==> config.mk <==
export PLATFORM = sky130hd
export DESIGN_NAME = escaped_frame_receiver_flat
export DESIGN_NICKNAME = d
export VERILOG_FILES = /design/src/sv/efr_pkg.sv /design/src/sv/efr_if.sv /design/src/sv/efr_decode.sv /design/src/sv/escaped_frame_receiver.sv /design/src/flat_wrapper.sv
export SDC_FILE = /design/constraint.sdc
export NUM_CORES = 1
export LEC_CHECK = 0
export BUFFER_PORTS_ARGS = -buffer_cell sky130_fd_sc_hd__buf_2
export CAP_MARGIN = 25
export CORE_ASPECT_RATIO = 0.8
export CORE_MARGIN = 8
export CORE_UTILIZATION = 45
export DETAILED_ROUTE_END_ITERATION = 10
export SYNTH_ARGS = -nofsm -noshare
export SYNTH_HDL_FRONTEND = slang
export SYNTH_SLANG_ARGS = --single-unit
==> constraint.sdc <==
create_clock -name clk -period 8.9 [get_ports clk]
set_input_delay 0.445 -clock clk [delete_from_list [all_inputs] [get_ports clk]]
set_output_delay 0.445 -clock clk [all_outputs]
set_load 0.01 [all_outputs]
==> src/sv/efr_pkg.sv <==
// Package for the escaped frame receiver: codes, state and result types.
package efr_pkg;

  localparam logic [7:0]  START_BYTE       = 8'h7E;
  localparam logic [7:0]  ESCAPE_BYTE      = 8'h7D;
  localparam logic [7:0]  ESCAPE_XOR       = 8'h20;
  localparam logic [15:0] MAX_LENGTH_RESET = 16'd900;

  // Verdict codes
  localparam logic [1:0] ST_GOOD     = 2'd0;
  localparam logic [1:0] ST_BAD      = 2'd1;
  localparam logic [1:0] ST_TOO_LONG = 2'd2;

  // Frame positions with a fixed meaning
  localparam logic [16:0] POS_START  = 17'd0;
  localparam logic [16:0] POS_LEN_HI = 17'd1;
  localparam logic [16:0] POS_LEN_LO = 17'd2;
  localparam logic [16:0] POS_DATA   = 17'd3;

  typedef enum logic [2:0] {
    PH_IDLE     = 3'd0,
    PH_LEN_HI   = 3'd1,
    PH_LEN_LO   = 3'd2,
    PH_PAYLOAD  = 3'd3,
    PH_CHECKSUM = 3'd4
  } phase_t;

  typedef struct packed {
    phase_t      phase;
    logic        escape_pending;
    logic [15:0] frame_length;
    logic [16:0] position_count;
    logic [7:0]  running_sum;
  } efr_state_t;

  localparam efr_state_t STATE_RESET = '{
    phase:          PH_IDLE,
    escape_pending: 1'b0,
    frame_length:   16'd0,
    position_count: 17'd0,
    running_sum:    8'd0
  };

  typedef struct packed {
    logic [7:0]  frame_byte;
    logic [16:0] byte_position;
    logic        last;
    logic [1:0]  status;
  } efr_result_t;

endpackage

==> src/sv/efr_if.sv <==
// Channel interfaces: raw link words in, decoded frame words out, config writes.
interface efr_in_if;
  logic       valid;
  logic       ready;
  logic [7:0] rx_byte;

  modport source (output valid, output rx_byte, input ready);
  modport sink   (input valid, input rx_byte, output ready);
endinterface

interface efr_out_if;
  logic        valid;
  logic        ready;
  logic [7:0]  frame_byte;
  logic [16:0] byte_position;
  logic        last;
  logic [1:0]  status;

  modport source (output valid, output frame_byte, output byte_position,
                  output last, output status, input ready);
  modport sink   (input valid, input frame_byte, input byte_position,
                  input last, input status, output ready);
endinterface

interface efr_cfg_if;
  logic        valid;
  logic        ready;
  logic [15:0] max_length;

  modport source (output valid, output max_length, input ready);
  modport sink   (input valid, input max_length, output ready);
endinterface

==> src/sv/efr_decode.sv <==
// Next-state and result logic for one raw link word.
module efr_decode (
  input  efr_pkg::efr_state_t  st,
  input  logic [7:0]           rx_byte,
  input  logic [15:0]          max_length,
  output efr_pkg::efr_state_t  st_next,
  output logic                 emit,
  output efr_pkg::efr_result_t res
);
  import efr_pkg::*;

  logic [7:0]  d;
  logic [15:0] len_full;
  logic [16:0] pos_inc;
  logic [16:0] pos_end;
  logic [7:0]  total;

  assign d        = st.escape_pending ? (rx_byte ^ ESCAPE_XOR) : rx_byte;
  assign len_full = {st.frame_length[15:8], d};
  assign pos_inc  = st.position_count + 17'd1;
  assign pos_end  = {1'b0, st.frame_length} + POS_DATA;
  assign total    = st.running_sum + d + 8'd1;

  always_comb begin
    st_next = st;
    emit    = 1'b0;
    res     = '{frame_byte: d, byte_position: st.position_count,
                last: 1'b0, status: ST_GOOD};

    if (rx_byte == START_BYTE) begin
      // restart always wins, even after an escape
      st_next          = STATE_RESET;
      st_next.phase    = PH_LEN_HI;
      st_next.position_count = POS_LEN_HI;
      emit             = 1'b1;
      res.frame_byte   = rx_byte;
      res.byte_position = POS_START;
    end else if (st.phase == PH_IDLE) begin
      st_next.escape_pending = 1'b0;
    end else if (!st.escape_pending && rx_byte == ESCAPE_BYTE) begin
      st_next.escape_pending = 1'b1;
    end else begin
      st_next.escape_pending = 1'b0;
      unique case (st.phase)
        PH_LEN_HI: begin
          st_next.frame_length   = {d, 8'h00};
          st_next.position_count = POS_LEN_LO;
          st_next.phase          = PH_LEN_LO;
          emit                   = 1'b1;
          res.byte_position      = POS_LEN_HI;
        end
        PH_LEN_LO: begin
          st_next.frame_length = len_full;
          emit                 = 1'b1;
          res.byte_position    = POS_LEN_LO;
          if (len_full > max_length) begin
            st_next.phase = PH_IDLE;
            res.last      = 1'b1;
            res.status    = ST_TOO_LONG;
          end else begin
            st_next.position_count = POS_DATA;
            st_next.phase          = PH_PAYLOAD;
          end
        end
        PH_PAYLOAD: begin
          st_next.running_sum    = st.running_sum + d;
          st_next.position_count = pos_inc;
          if (pos_inc >= pos_end) st_next.phase = PH_CHECKSUM;
          emit = 1'b1;
        end
        PH_CHECKSUM: begin
          st_next.phase = PH_IDLE;
          emit          = 1'b1;
          res.last      = 1'b1;
          res.status    = (total == 8'd0) ? ST_GOOD : ST_BAD;
        end
        default: begin
          st_next.phase          = PH_IDLE;
          st_next.escape_pending = 1'b0;
        end
      endcase
    end
  end

endmodule

==> src/sv/escaped_frame_receiver.sv <==
// Escaped frame receiver: raw link words in, decoded frame words and verdicts out.
// A taken word is held in the input register, decoded, and its result written to the output register.
// Throughput: one raw word per cycle while the output is not stalled, set by the single
//   decode pass between the input register and the output register.
// Escape words and stray words outside a frame give no output word.
// Reset (rst, synchronous): receiver idle, both registers empty, max_length = 900.
module escaped_frame_receiver (
  input logic       clk,
  input logic       rst,
  efr_cfg_if.sink   cfg,
  efr_in_if.sink    rx,
  efr_out_if.source frame
);
  import efr_pkg::*;

  // input register
  logic       in_valid;
  logic [7:0] in_byte;

  // frame state and config
  efr_state_t  st;
  efr_state_t  st_next;
  logic [15:0] max_length;

  // output register
  logic        out_valid;
  efr_result_t out_res;

  logic        emit;
  efr_result_t res;
  logic        advance;

  // output slot free or draining this cycle
  assign advance  = !out_valid || frame.ready;
  assign rx.ready = !in_valid || advance;
  assign cfg.ready = 1'b1;

  efr_decode u_decode (
    .st         (st),
    .rx_byte    (in_byte),
    .max_length (max_length),
    .st_next    (st_next),
    .emit       (emit),
    .res        (res)
  );

  always_ff @(posedge clk) begin
    if (rst) begin
      in_valid   <= 1'b0;
      out_valid  <= 1'b0;
      st         <= STATE_RESET;
      max_length <= MAX_LENGTH_RESET;
    end else begin
      if (cfg.valid && cfg.ready) max_length <= cfg.max_length;
      if (rx.ready) in_valid <= rx.valid;
      // state moves only when the held word is consumed
      if (in_valid && advance) st <= st_next;
      if (advance) out_valid <= in_valid && emit;
    end
  end

  // payload registers, no reset
  always_ff @(posedge clk) begin
    if (rx.ready) in_byte <= rx.rx_byte;
    if (advance && in_valid && emit) out_res <= res;
  end

  assign frame.valid         = out_valid;
  assign frame.frame_byte    = out_res.frame_byte;
  assign frame.byte_position = out_res.byte_position;
  assign frame.last          = out_res.last;
  assign frame.status        = out_res.status;

endmodule

==> src/flat_wrapper.sv <==
// flat-port wrapper written by rule: the top's interface ports become plain ports
module escaped_frame_receiver_flat import efr_pkg::*;
  (clk, rst, cfg_valid, cfg_max_length, cfg_ready, rx_valid, rx_rx_byte, rx_ready, frame_valid, frame_frame_byte, frame_byte_position, frame_last, frame_status, frame_ready);
  efr_cfg_if cfg_i ();
  efr_in_if rx_i ();
  efr_out_if frame_i ();
  input logic clk;
  input logic rst;
  input wire logic [$bits(cfg_i.valid)-1:0] cfg_valid;
  input wire logic [$bits(cfg_i.max_length)-1:0] cfg_max_length;
  output wire logic [$bits(cfg_i.ready)-1:0] cfg_ready;
  input wire logic [$bits(rx_i.valid)-1:0] rx_valid;
  input wire logic [$bits(rx_i.rx_byte)-1:0] rx_rx_byte;
  output wire logic [$bits(rx_i.ready)-1:0] rx_ready;
  output wire logic [$bits(frame_i.valid)-1:0] frame_valid;
  output wire logic [$bits(frame_i.frame_byte)-1:0] frame_frame_byte;
  output wire logic [$bits(frame_i.byte_position)-1:0] frame_byte_position;
  output wire logic [$bits(frame_i.last)-1:0] frame_last;
  output wire logic [$bits(frame_i.status)-1:0] frame_status;
  input wire logic [$bits(frame_i.ready)-1:0] frame_ready;
  assign cfg_i.valid = cfg_valid;
  assign cfg_i.max_length = cfg_max_length;
  assign cfg_ready = cfg_i.ready;
  assign rx_i.valid = rx_valid;
  assign rx_i.rx_byte = rx_rx_byte;
  assign rx_ready = rx_i.ready;
  assign frame_valid = frame_i.valid;
  assign frame_frame_byte = frame_i.frame_byte;
  assign frame_byte_position = frame_i.byte_position;
  assign frame_last = frame_i.last;
  assign frame_status = frame_i.status;
  assign frame_i.ready = frame_ready;
  escaped_frame_receiver u_core (.clk(clk), .rst(rst), .cfg(cfg_i), .rx(rx_i), .frame(frame_i));
endmodule
==> results of run 1 <==
==> Yosys cell counts (all sizes together), types with 7 or more instances <==
master / n
a21oi: 39
a22oi: 8
and2: 20
and3: 7
buf: 9
clkbuf: 15
dfxtp: 63
edfxtp: 36
ha: 42
inv: 41
mux2i: 13
nand2: 26
nand3: 27
nand4: 8
nor2: 51
nor3: 8
o21ai: 31
o32ai: 9
xnor2: 24
xor2: 15
==> sequential cells by signal (all words and copies together) (netlist names) <==
name                        flops
u_core.frame.byte_position     17
u_core.frame.frame_byte         8
u_core.frame.last               1
u_core.frame.status             2
u_core.frame.valid              1
u_core.in_byte                  8
u_core.in_valid                 1
u_core.max_length              16
u_core.st                      45
==> cell type report <==
cell class                      count  share of cell area
Clock buffer                       12              0.0454
Clock inverter                      4             0.00855
Inverter                           42              0.0256
Multi-Input combinational cell    406               0.456
Sequential cell                    99               0.381
Tap cell                          152              0.0309
Timing Repair Buffer               62              0.0521
==> metrics by stage <==
stage / power, mW / std cells / utilization / cell area, µm² / setup WS (ps)
2_1_floorplan: 0.516 / 571 / - / 5420 / 5710
3_3_place_gp: 0.531 / 761 / 0.485 / 5820 / 5480
3_5_place_dp: 0.533 / 761 / 0.485 / 5820 / 5270
4_1_cts: 0.965 / 777 / 0.513 / 6150 / 5210
5_1_grt: 0.990 / 777 / 0.513 / 6150 / 4790
6_report: 0.952 / 777 / 0.513 / 6150 / 5180
==> where the power goes <==
group | switching, mW | internal, mW | total (mW)
clock | 0.176 | 0.254 | 0.430
sequential | 0.00705 | 0.473 | 0.480
combinational | 0.0239 | 0.0178 | 0.0417
==> cell usage in the layout, fill, tap and decap left out, types with 4 or more instances in the layout <==
master	count
a21o_1	5
buf_2	58
a311oi_1	5
a22oi_1	8
xor2_1	15
ha_1	42
o32ai_1	9
mux2i_1	13
nand3_1	27
and2_1	20
xnor2_1	24
nand2b_1	6
edfxtp_1	36
nand2_1	26
buf_4	4
clkbuf_16	11
a211oi_1	4
nor2b_1	6
inv_1	41
nand4_1	8
o21ai_0	31
nor2_1	51
o211ai_1	6
dfxtp_1	63
nor3_1	8
and3_1	7
o21a_1	4
a21oi_1	39
==> how the worst max path moves through the flow <==
stage | from | endpoint | slack, ps | cells past startpoint
4_1_cts | u_core.st[10] | u_core.st[44] | 5210 | 13
2_1_floorplan | u_core.st[10] | u_core.st[42] | 5710 | 14
3_3_place_gp | u_core.st[10] | u_core.st[44] | 5480 | 13
6_report | u_core.st[10] | u_core.st[44] | 5180 | 13
3_5_place_dp | u_core.st[10] | u_core.st[44] | 5270 | 13
5_1_grt | u_core.st[10] | u_core.st[44] | 4790 | 13
==> kinds of logic (layout without fill, tap and decap cells) <==
kind of cell,count (synthesis),count (layout),share of synthesized area
xor+xnor,39,39,0.0630
compound gates,138,138,0.169
other cells,1,1,0.000692
mux,13,13,0.0240
fa+ha+maj,43,43,0.101
simple gates,172,172,0.159
buf+inv,66,120,0.0508
flops,99,99,0.432
==> routing by layer <==
layer	vias up	GRT usage	routed length, µm
met5	-	0	0
met4	0	0.0430	102
met3	9	0.0450	520
met2	69	0.269	5980
met1	2086	0.209	6060
li1	2159	-	-
==> key figures, run 1 <==
Outcome
  • Status: finished, final reports clean

Drt
  • DR DRC count: 0
  • Post-DR wirelength/cell: 16.3 µm
  • Initial DRT Pass Iterations: 4
  • Final wirelength: 12,700 µm
  • Via count: 4,323
  • Starting DRT DRC Count: 266
  • Vias per cell: 5.56
  • ANT nets after route: 0

Clock network
  • Clock transition at the registers of the reported paths: 70 ps
  • CTS tree: done
  • CTS Root Cell: clkbuf_16
  • Post_cts resized: 0
  • Clk_lat worst skew: approximately 350 ps
  • Post-CTS setup buffer count: 0
  • CTS Buf Count: 9
  • Clock sink count: 99
  • Maximum root-to-sink buffer count: 2
  • H-tree depth: 3
  • Hold-fix buffers, CTS: 0

STA
  • Part of the cycle the worst path needs: 0.418
  • Hold Fails Final Rpt: 0
  • Fin. max-slew vios: 0
  • Minimum clock period: approximately 3700 ps
  • Fin Clk Skew: roughly 11 ps
  • Setup_tns: 0 ps
  • WHS: about 260 ps
  • RSZ-0062 raised after global routing: false
  • Worst-Margin Slew: around 870 ps
  • FMAX: 0.269 GHz
  • # setup viols final: 0
  • Slew Limit Headroom: 0.419

Critical path
  • Critical path's largest stage delay: 530 ps
  • Crit-path cells: and3_1 > and3_1 > or3b_1 > nor2_1 > xnor2_1 > inv_1 > ha_1 > o21ai_0 > o22ai_1 > a2111oi_0 > a21oi_1 > o41ai_1 > a21oi_1
  • WS Path Type: flip-flop to flip-flop
  • CP required: 9110 ps
  • FF-to-FF setup slack: 5180 ps
  • Worst path top cell family by delay: compound AO/OA/AOI/OAI gates
  • Worst Reg2Reg Path Length in Cells: 13
  • Critical path fanouts, max: 7
  • Worst reg2reg path endpoint: u_core.st[44]
  • CP Capture Type: flip-flop
  • Buffer and inverter count on the worst path: 1
  • Slowest CP cell: a2111oi_0
  • CP arrival: roughly 3900 ps
  • Critical R2R Launch: u_core.st[10]
  • Critical Path Start Type: flip-flop

Synth
  • EDFF count, synth: 36
  • Average size of a mapped cell: 9.49 µm²
  • Syn Inst Count: roughly 570
  • Yosys top cell area share: 0.233
  • Yosys warnings: 0
  • Top_reg_cell synth: dfxtp_1
  • Synth area leader: dfxtp_1
  • Sequential element share of the synthesized area: 0.432
  • Mapped Area: 5420 µm²
  • Synth area leaders: dfxtp_1, edfxtp_1, ha_1
  • Yosys reg bits: 99
  • Distinct cells, synth: 58
  • Post-Synthesis Net Count: about 640
  • Ys async rst share: 0

Global routing
  • Initial antenna violation count: 0
  • Total Routing Usage GR: 0.164
  • Gr ovfl total: 0
  • First-pass GRT wire length: 21,000 µm
  • Number of global-route vias before repair: about 4,300
  • Largest net degree at the start of global routing: 58

Layout
  • Share of cells above drive strength 1: 0.138
  • Multi-input logic area: 2810 µm²
  • # diodes: 0
  • Register area: 2340 µm²
  • Fill cells: 1,136
  • Nets: 692
  • Area growth syn-to-layout: 13.5%

Placed design
  • Port Buffers: slightly below 60
  • DP HPWL: 9230 µm
  • Placer congestion estimate: 0.877

Floorplanning
  • Die area: 15,800 µm²
  • Chip Width: approximately 140 µm
  • Initial core utilization: 0.452
  • # rows: 36
  • Die Ht: 114 µm
  • # IOs: 60
  • Core area: roughly 12,000 µm²

Pwr
  • Power density over the cells: 155 nW/µm²
  • Pleak: 2.41 nW
  • Maximum VDD drop: approximately 90 µV

Min path
  • Worst hold endpoint: u_core.in_byte[7]
  • Worst hold path startpoint: rx_rx_byte[7]
  • Hold/Removal Path Class: primary input to flip-flop
  • Hold Path Cell Cnt: 1

Run
  • Max-cap violations: 0
(Power assumes the default switching activity.)
==> inputs of run 2 (changes only) <==
- PLACE_DENSITY: not set -> 0.66
- clock period: 8.9 -> 3.3 ns (I/O delays scaled with it)
==> key figures, run 2 (synthesis results as in run 1) <==
Layout
  • Biggest register: u_core.st
  • Final cell count without fillers: 800 (+3.0%)
  • Share of cells above drive strength 1: 0.172 (+0.0340)
  • Commonest non-fill, non-tap cell in the layout: dfxtp_1
  • Max reg flops: 45 (unchanged)
  • Final Cell Area: 6330 µm² (+3.0%)
  • Area growth syn-to-layout: 16.8%
  • Commonest non-fill, non-tap cells in the layout: dfxtp_1, buf_2, nor2_1
  • Nets: 714 (+3.2%)

Floorplanning
  • # rows: 36 (unchanged)
  • Die area: 15,800 µm² (unchanged)
  • Core area: 12,000 µm² (unchanged)
  • # IOs: 60 (unchanged)
  • Initial core utilization: 0.452 (unchanged)
  • Chip Width: 139 µm (unchanged)
  • Die Ht: 114 µm (unchanged)

Drt
  • DR DRC count: 0 (unchanged)
  • ANT nets after route: 0 (unchanged)
  • Starting DRT DRC Count: 395 (+48%)
  • Vias per cell: 5.68 (+2.1%)
  • Via count: 4,545 (+5.1%)
  • Initial DRT Pass Iterations: 5 (+1)
  • Post-DR wirelength/cell: 16.7 µm (+2.6%)
  • Final wirelength: 13,400 µm (+5.7%)

Critical path
  • Buffer and inverter count on the worst path: 2 (+1)
  • Crit-path cells: and3_4 > and3_4 > or3b_4 > buf_4 > nor2_1 > xnor2_1 > inv_1 > ha_1 > and3_1 > a211o_1 > nor3_2 > and3_1 > nor2_1 > a211oi_1
  • Critical Path Start Type: flip-flop
  • CP required: 3570 ps (-5540 ps)
  • Slowest CP cell: or3b_4
  • Worst path top cell family by delay: simple AND/OR/NAND/NOR gates
  • WS Path Type: flip-flop to flip-flop
  • Critical path's largest stage delay: 380 ps (-150 ps)
  • CP arrival: 3440 ps (-490 ps)
  • Critical path fanouts, max: 5 (-2)
  • CP Capture Type: flip-flop

Global routing
  • Gr ovfl total: 0 (unchanged)
  • First-pass GRT wire length: 22,000 µm (+5.0%)
  • Initial antenna violation count: 1 (+1)
  • Number of global-route vias before repair: 4,473 (+5.2%)
  • Largest net degree at the start of global routing: 57 (-1.7%)
  • Total Routing Usage GR: 0.172 (+0.00859)

Clock network
  • H-tree depth: 3 (unchanged)
  • CTS Root Cell: clkbuf_16
  • Clock sink count: 99 (unchanged)
  • CTS Buf Count: 9 (unchanged)
  • Maximum root-to-sink buffer count: 2 (unchanged)
  • CTS tree: done
  • Clk_lat worst skew: 360 ps (about the same)
  • Clock transition at the registers of the reported paths: 70 ps (about the same)

Run
  • Max-cap violations: 0 (unchanged)

Outcome
  • Status: finished, final reports clean

STA
  • Part of the cycle the worst path needs: 0.962 (+0.543)
  • Hold Fails Final Rpt: 0 (unchanged)
  • FMAX: 0.315 GHz (+17%)
  • # setup viols final: 0 (unchanged)
  • Worst-Margin Slew: 783 ps (-82.1 ps)
  • Fin. max-slew vios: 0 (unchanged)
  • WHS: 28.1 ps (-234 ps)
  • Fin Clk Skew: 8.89 ps (-2.24 ps)
  • Slew Limit Headroom: 0.464 (+0.0457)
  • Minimum clock period: 3170 ps (-548 ps)

Min path
  • Hold/Removal Path Class: primary input to flip-flop

Placed design
  • DP HPWL: 9760 µm (+5.7%)
  • Placer congestion estimate: 0.872 (-0.47%)
  • Area after DPL: 5910 µm² (+1.5%)
  • Placed insts: 773 (+1.6%)
  • Port Buffers: 58 (unchanged)

Pwr
  • Power density over the cells: 387 nW/µm² (+150%)
  • Net switching share of the total power: 0.241 (+0.0235)
  • NetSw: 0.589 mW (+180%)
  • Final Power: 2.45 mW (+160%)
  • Clock power share: 0.419 (-0.033)
  • Pleak: 2.48 nW (+2.9%)
  • Sequential power share: 0.528 (+0.023)
  • Internal Pwr Total: 1.86 mW (+150%)
  • Maximum VDD drop: 219 µV (+140%)
  • Combinational share of power: 0.053 (+0.009)
-- run 2: cell types whose count changed in the layout (fill, tap and decap cells not counted), moves of 3 or more --
cell | previous run | this run
buf_4 | 4 | 18
dlygate4sd3_1 | 0 | 8
clkinvlp_4 | 0 | 3
dfxtp_1 | 63 | 60
dfxtp_2 | 0 | 3
-- run 2: power groups by stage --
stage	registers [mW]	logic [mW]	clock network, mW
after floorplan	1.31	0.0771	0
after global placement	1.32	0.112	0
after detailed placement	1.32	0.119	0
after CTS	1.29	0.127	1.06
after global routing	1.29	0.144	1.09
final	1.29	0.129	1.02
-- run 2: final cells by class --
cell class | count | area [µm²]
Fill cell | 1082 | 5650
Multi-Input combinational cell | 406 | 2840
Sequential cell | 99 | 2350
Timing Repair Buffer | 84 | 505
Clock buffer | 9 | 225
Tap cell | 152 | 190
Inverter | 42 | 158
Clock inverter | 7 | 60.1
Antenna cell | 1 | 2.50
-- run 2: layer usage --
metal,part of all wire,wire [µm],track usage,up-vias
met2,0.46,6120,0.275,142
met4,0.018,240,0.0722,0
met3,0.066,877,0.0425,19
li1,-,-,-,2205
met5,0,0,0,-
met1,0.46,6150,0.220,2179
-- run 2: what timing repair did --
| item | in CTS | in global routing |
|---|---|---|
| hold buffers | 8 | 0 |
| buffers inserted | 0 | 2 |
| endpoints found under the setup margin | 3 | 3 |
| pin swaps | 0 | 3 |
| gates resized for setup | 4 | 8 |
| endpoints found under the hold margin | 8 | 0 |
-- run 2: worst min-delay path, delay by kind of cell --
kind	cells	cell delay, ps
and+or+nand+nor	1	40
AOI/OAI and AO/OA	1	60
buffers and inverters	1	80
-- run 2: per-stage QoR --
stage                     worst slack, ps   util  TNS [ps]
after floorplan                       110      -         0
after global placement                133  0.493         0
after detailed placement            -23.3  0.493     -23.3
after CTS                            30.6  0.524         0
after global routing                -38.8  0.528     -38.8
final                                 127  0.528         0
-- run 2: path summary, 6_finish.rpt --
kind | startpoint | endpoint | slack [ps] | cells after the start
worst min register to register | u_core.max_length[9] | u_core.max_length[9] | 500 | 2
worst min-delay path | cfg_max_length[9] | u_core.max_length[9] | 30 | 3
worst max-delay path | u_core.st[11] | u_core.st[42] | 130 | 14
worst max register to register | u_core.st[11] | u_core.st[42] | 130 | 14
==> inputs of run 3 (changes only) <==
- CELL_PAD_IN_SITES_DETAIL_PLACEMENT: not set -> 0
- CELL_PAD_IN_SITES_GLOBAL_PLACEMENT: not set -> 1
- CORE_UTILIZATION: 45 -> 41
- MAX_ROUTING_LAYER: not set -> met4
- PLACE_DENSITY: 0.66 -> not set
- PLACE_DENSITY_LB_ADDON: not set -> 0.1
==> key figures, run 3 (synthesis results as in run 1) <==
Outcome
  • Status: finished, final reports clean

Critical path
  • Worst path top cell family by delay: simple AND/OR/NAND/NOR gates
  • CP Depth: 13 (-1)
  • Crit-path cells: nand2_1 > nor3_2 > nand3_1 > or4_4 > xnor2_2 > inv_1 > ha_1 > and3_1 > a211o_1 > nor3_2 > and3_4 > o21ba_2 > a211oi_2
  • Critical path's largest stage delay: 460 ps (+80 ps)
  • WS Path Type: flip-flop to flip-flop
  • Critical Path Start Type: flip-flop
  • CP arrival: 3390 ps (-50 ps)
  • Worst Reg2Reg Path Length in Cells: 13 (-1)
  • Critical path fanouts, max: 6 (+1)
  • CP Capture Type: flip-flop
  • CP most frequent cell: nor3_2
  • Buffer and inverter count on the worst path: 1 (-1)
  • CP required: 3510 ps (-60 ps)
  • Slowest CP cell: or4_4

STA
  • RSZ-0062 raised after global routing: true
  • Worst-Margin Slew: 661 ps (-123 ps)
  • Minimum clock period: 3180 ps (+8.56 ps)
  • Slew Limit Headroom: 0.558 (+0.0933)
  • Fin. max-slew vios: 0 (unchanged)
  • FMAX: 0.314 GHz (-0.27%)
  • Fin Clk Skew: 9.87 ps (+0.975 ps)
  • # setup viols final: 0 (unchanged)
  • Part of the cycle the worst path needs: 0.964 (+0.00259)
  • Hold Fails Final Rpt: 0 (unchanged)

Global routing
  • Total Routing Usage GR: 0.167 (-0.00519)
  • Number of global-route vias before repair: 4,461 (-0.27%)
  • First-pass GRT wire length: 22,200 µm (+0.88%)
  • Largest net degree at the start of global routing: 57 (unchanged)
  • Initial antenna violation count: 0 (-1)
  • Gr ovfl total: 0 (unchanged)

Min path
  • Hold Path Cell Cnt: 3 (unchanged)
  • Hold/Removal Path Class: primary input to flip-flop

Placed design
  • Placed insts: 798 (+3.2%)
  • Port Buffers: 58 (unchanged)
  • Placer congestion estimate: 0.840 (-3.7%)
  • DP HPWL: 9990 µm (+2.4%)

Floorplanning
  • # rows: 37 (+2.8%)
  • # IOs: 60 (unchanged)
  • Initial core utilization: 0.421 (-0.0312)
  • Chip Width: 145 µm (+4.2%)
  • Core area: 12,900 µm² (+7.4%)
  • Die Ht: 119 µm (+4.1%)
  • Die area: 17,200 µm² (+8.5%)

Clock network
  • Clk_lat worst skew: 350 ps (about the same)
  • CTS tree: done
  • CTS Buf Count: 9 (unchanged)
  • Clock transition at the registers of the reported paths: 80 ps (about the same)
  • Maximum root-to-sink buffer count: 2 (unchanged)
  • CTS Root Cell: clkbuf_16
  • H-tree depth: 3 (unchanged)
  • Clock sink count: 99 (unchanged)

Pwr
  • Power density over the cells: 387 nW/µm² (about the same)
  • Maximum VDD drop: 241 µV (+10%)
  • Final Power: 2.48 mW (+1.5%)
  • Pleak: 2.51 nW (+1.2%)

Run
  • Max-cap violations: 0 (unchanged)

Drt
  • Post-DR wirelength/cell: 16.8 µm (+0.49%)
  • Initial DRT Pass Iterations: 5 (unchanged)
  • Final wirelength: 13,800 µm (+3.4%)
  • Starting DRT DRC Count: 287 (-27%)
  • Vias per cell: 5.41 (-4.7%)
  • Via count: 4,455 (-2.0%)
  • DR DRC count: 0 (unchanged)
  • ANT nets after route: 0 (unchanged)

Layout
  • Share of cells above drive strength 1: 0.187 (+0.0152)
  • Area growth syn-to-layout: 18.6%
  • Biggest register: u_core.st
  • Nets: 715 (+0.14%)
  • Max reg flops: 45 (unchanged)
  • Final cell count without fillers: 823 (+2.9%)
  • Commonest non-fill, non-tap cells in the layout: buf_2, dfxtp_1, nor2_1
  • # diodes: 0 (-1)
==> run 3: cell count changes in the layout (fill, tap and decap cells not counted), moves of 2 or more <==
cell        change
clkinvlp_4      -2
a211oi_1        -2
a211oi_2        +2
dfxtp_1         -2
xnor2_2         +2
dfxtp_2         +2
xnor2_1         -2
clkinv_8        +2
==> run 3: power by group <==
| part | leakage (nW) | total (mW) | switching (mW) | internal [mW] |
|---|---|---|---|---|
| Clock | 0.146 | 1.07 | 0.524 | 0.541 |
| Sequential | 0.848 | 1.30 | 0.0196 | 1.28 |
| Combinational | 1.52 | 0.122 | 0.0671 | 0.0553 |
| Total | 2.51 | 2.48 | 0.611 | 1.87 |
==> run 3: repair_timing <==
item                                    4_1_cts  5_1_grt
endpoints found under the setup margin        3        3
hold buffers                                  8        0
setup buffers                                 0        1
hold endpoints to repair                      8        0
gates resized for setup                       4       18
pin swaps                                     0        3
==> run 3: through the flow <==
stage	util	hold slack, ps	TNS, ps	setup WS [ps]	cell area, µm²
floorplan	-	264	0	110	5420
global placement	0.462	345	0	128	5950
detailed placement	0.462	346	-174	-85.4	5950
CTS	0.493	30.9	0	15.4	6350
global route	0.499	30.3	-30.8	-24.1	6420
finish	0.499	30.1	0	118	6420
==> run 3: path summary, 6_finish.rpt <==
| path | from | end | slack, ps |
|---|---|---|---|
| setup / recovery | u_core.st[17] | u_core.st[42] | 120 |
| hold / removal | cfg_max_length[2] | u_core.max_length[2] | 30 |
| setup reg to reg | u_core.st[17] | u_core.st[42] | 120 |
| hold reg to reg | u_core.max_length[15] | u_core.max_length[15] | 490 |
==> run 3: tightest hold or removal path, delay by kind of cell <==
kind	cells	cell delay, ps
AOI/OAI and AO/OA	1	60
buffers and inverters	1	70
and+or+nand+nor	1	40
==> run 3: final cells by class <==
cell class	count	area, µm²
clock inverter	7	80.1
timing repair buffer	85	513
clock buffer	9	225
tap	175	219
inverter	42	158
fill	1261	6450
sequential	99	2350
multi-input combinational	406	2880
==> run 3: metal layers <==
| layer | up-vias | global-route usage | part of all wire |
|---|---|---|---|
| li1 | 2208 | - | - |
| met1 | 2135 | 0.217 | 0.47 |
| met2 | 101 | 0.261 | 0.47 |
| met3 | 11 | 0.0355 | 0.050 |
| met4 | 0 | 0.0415 | 0.010 |
| met5 | - | - | 0 |
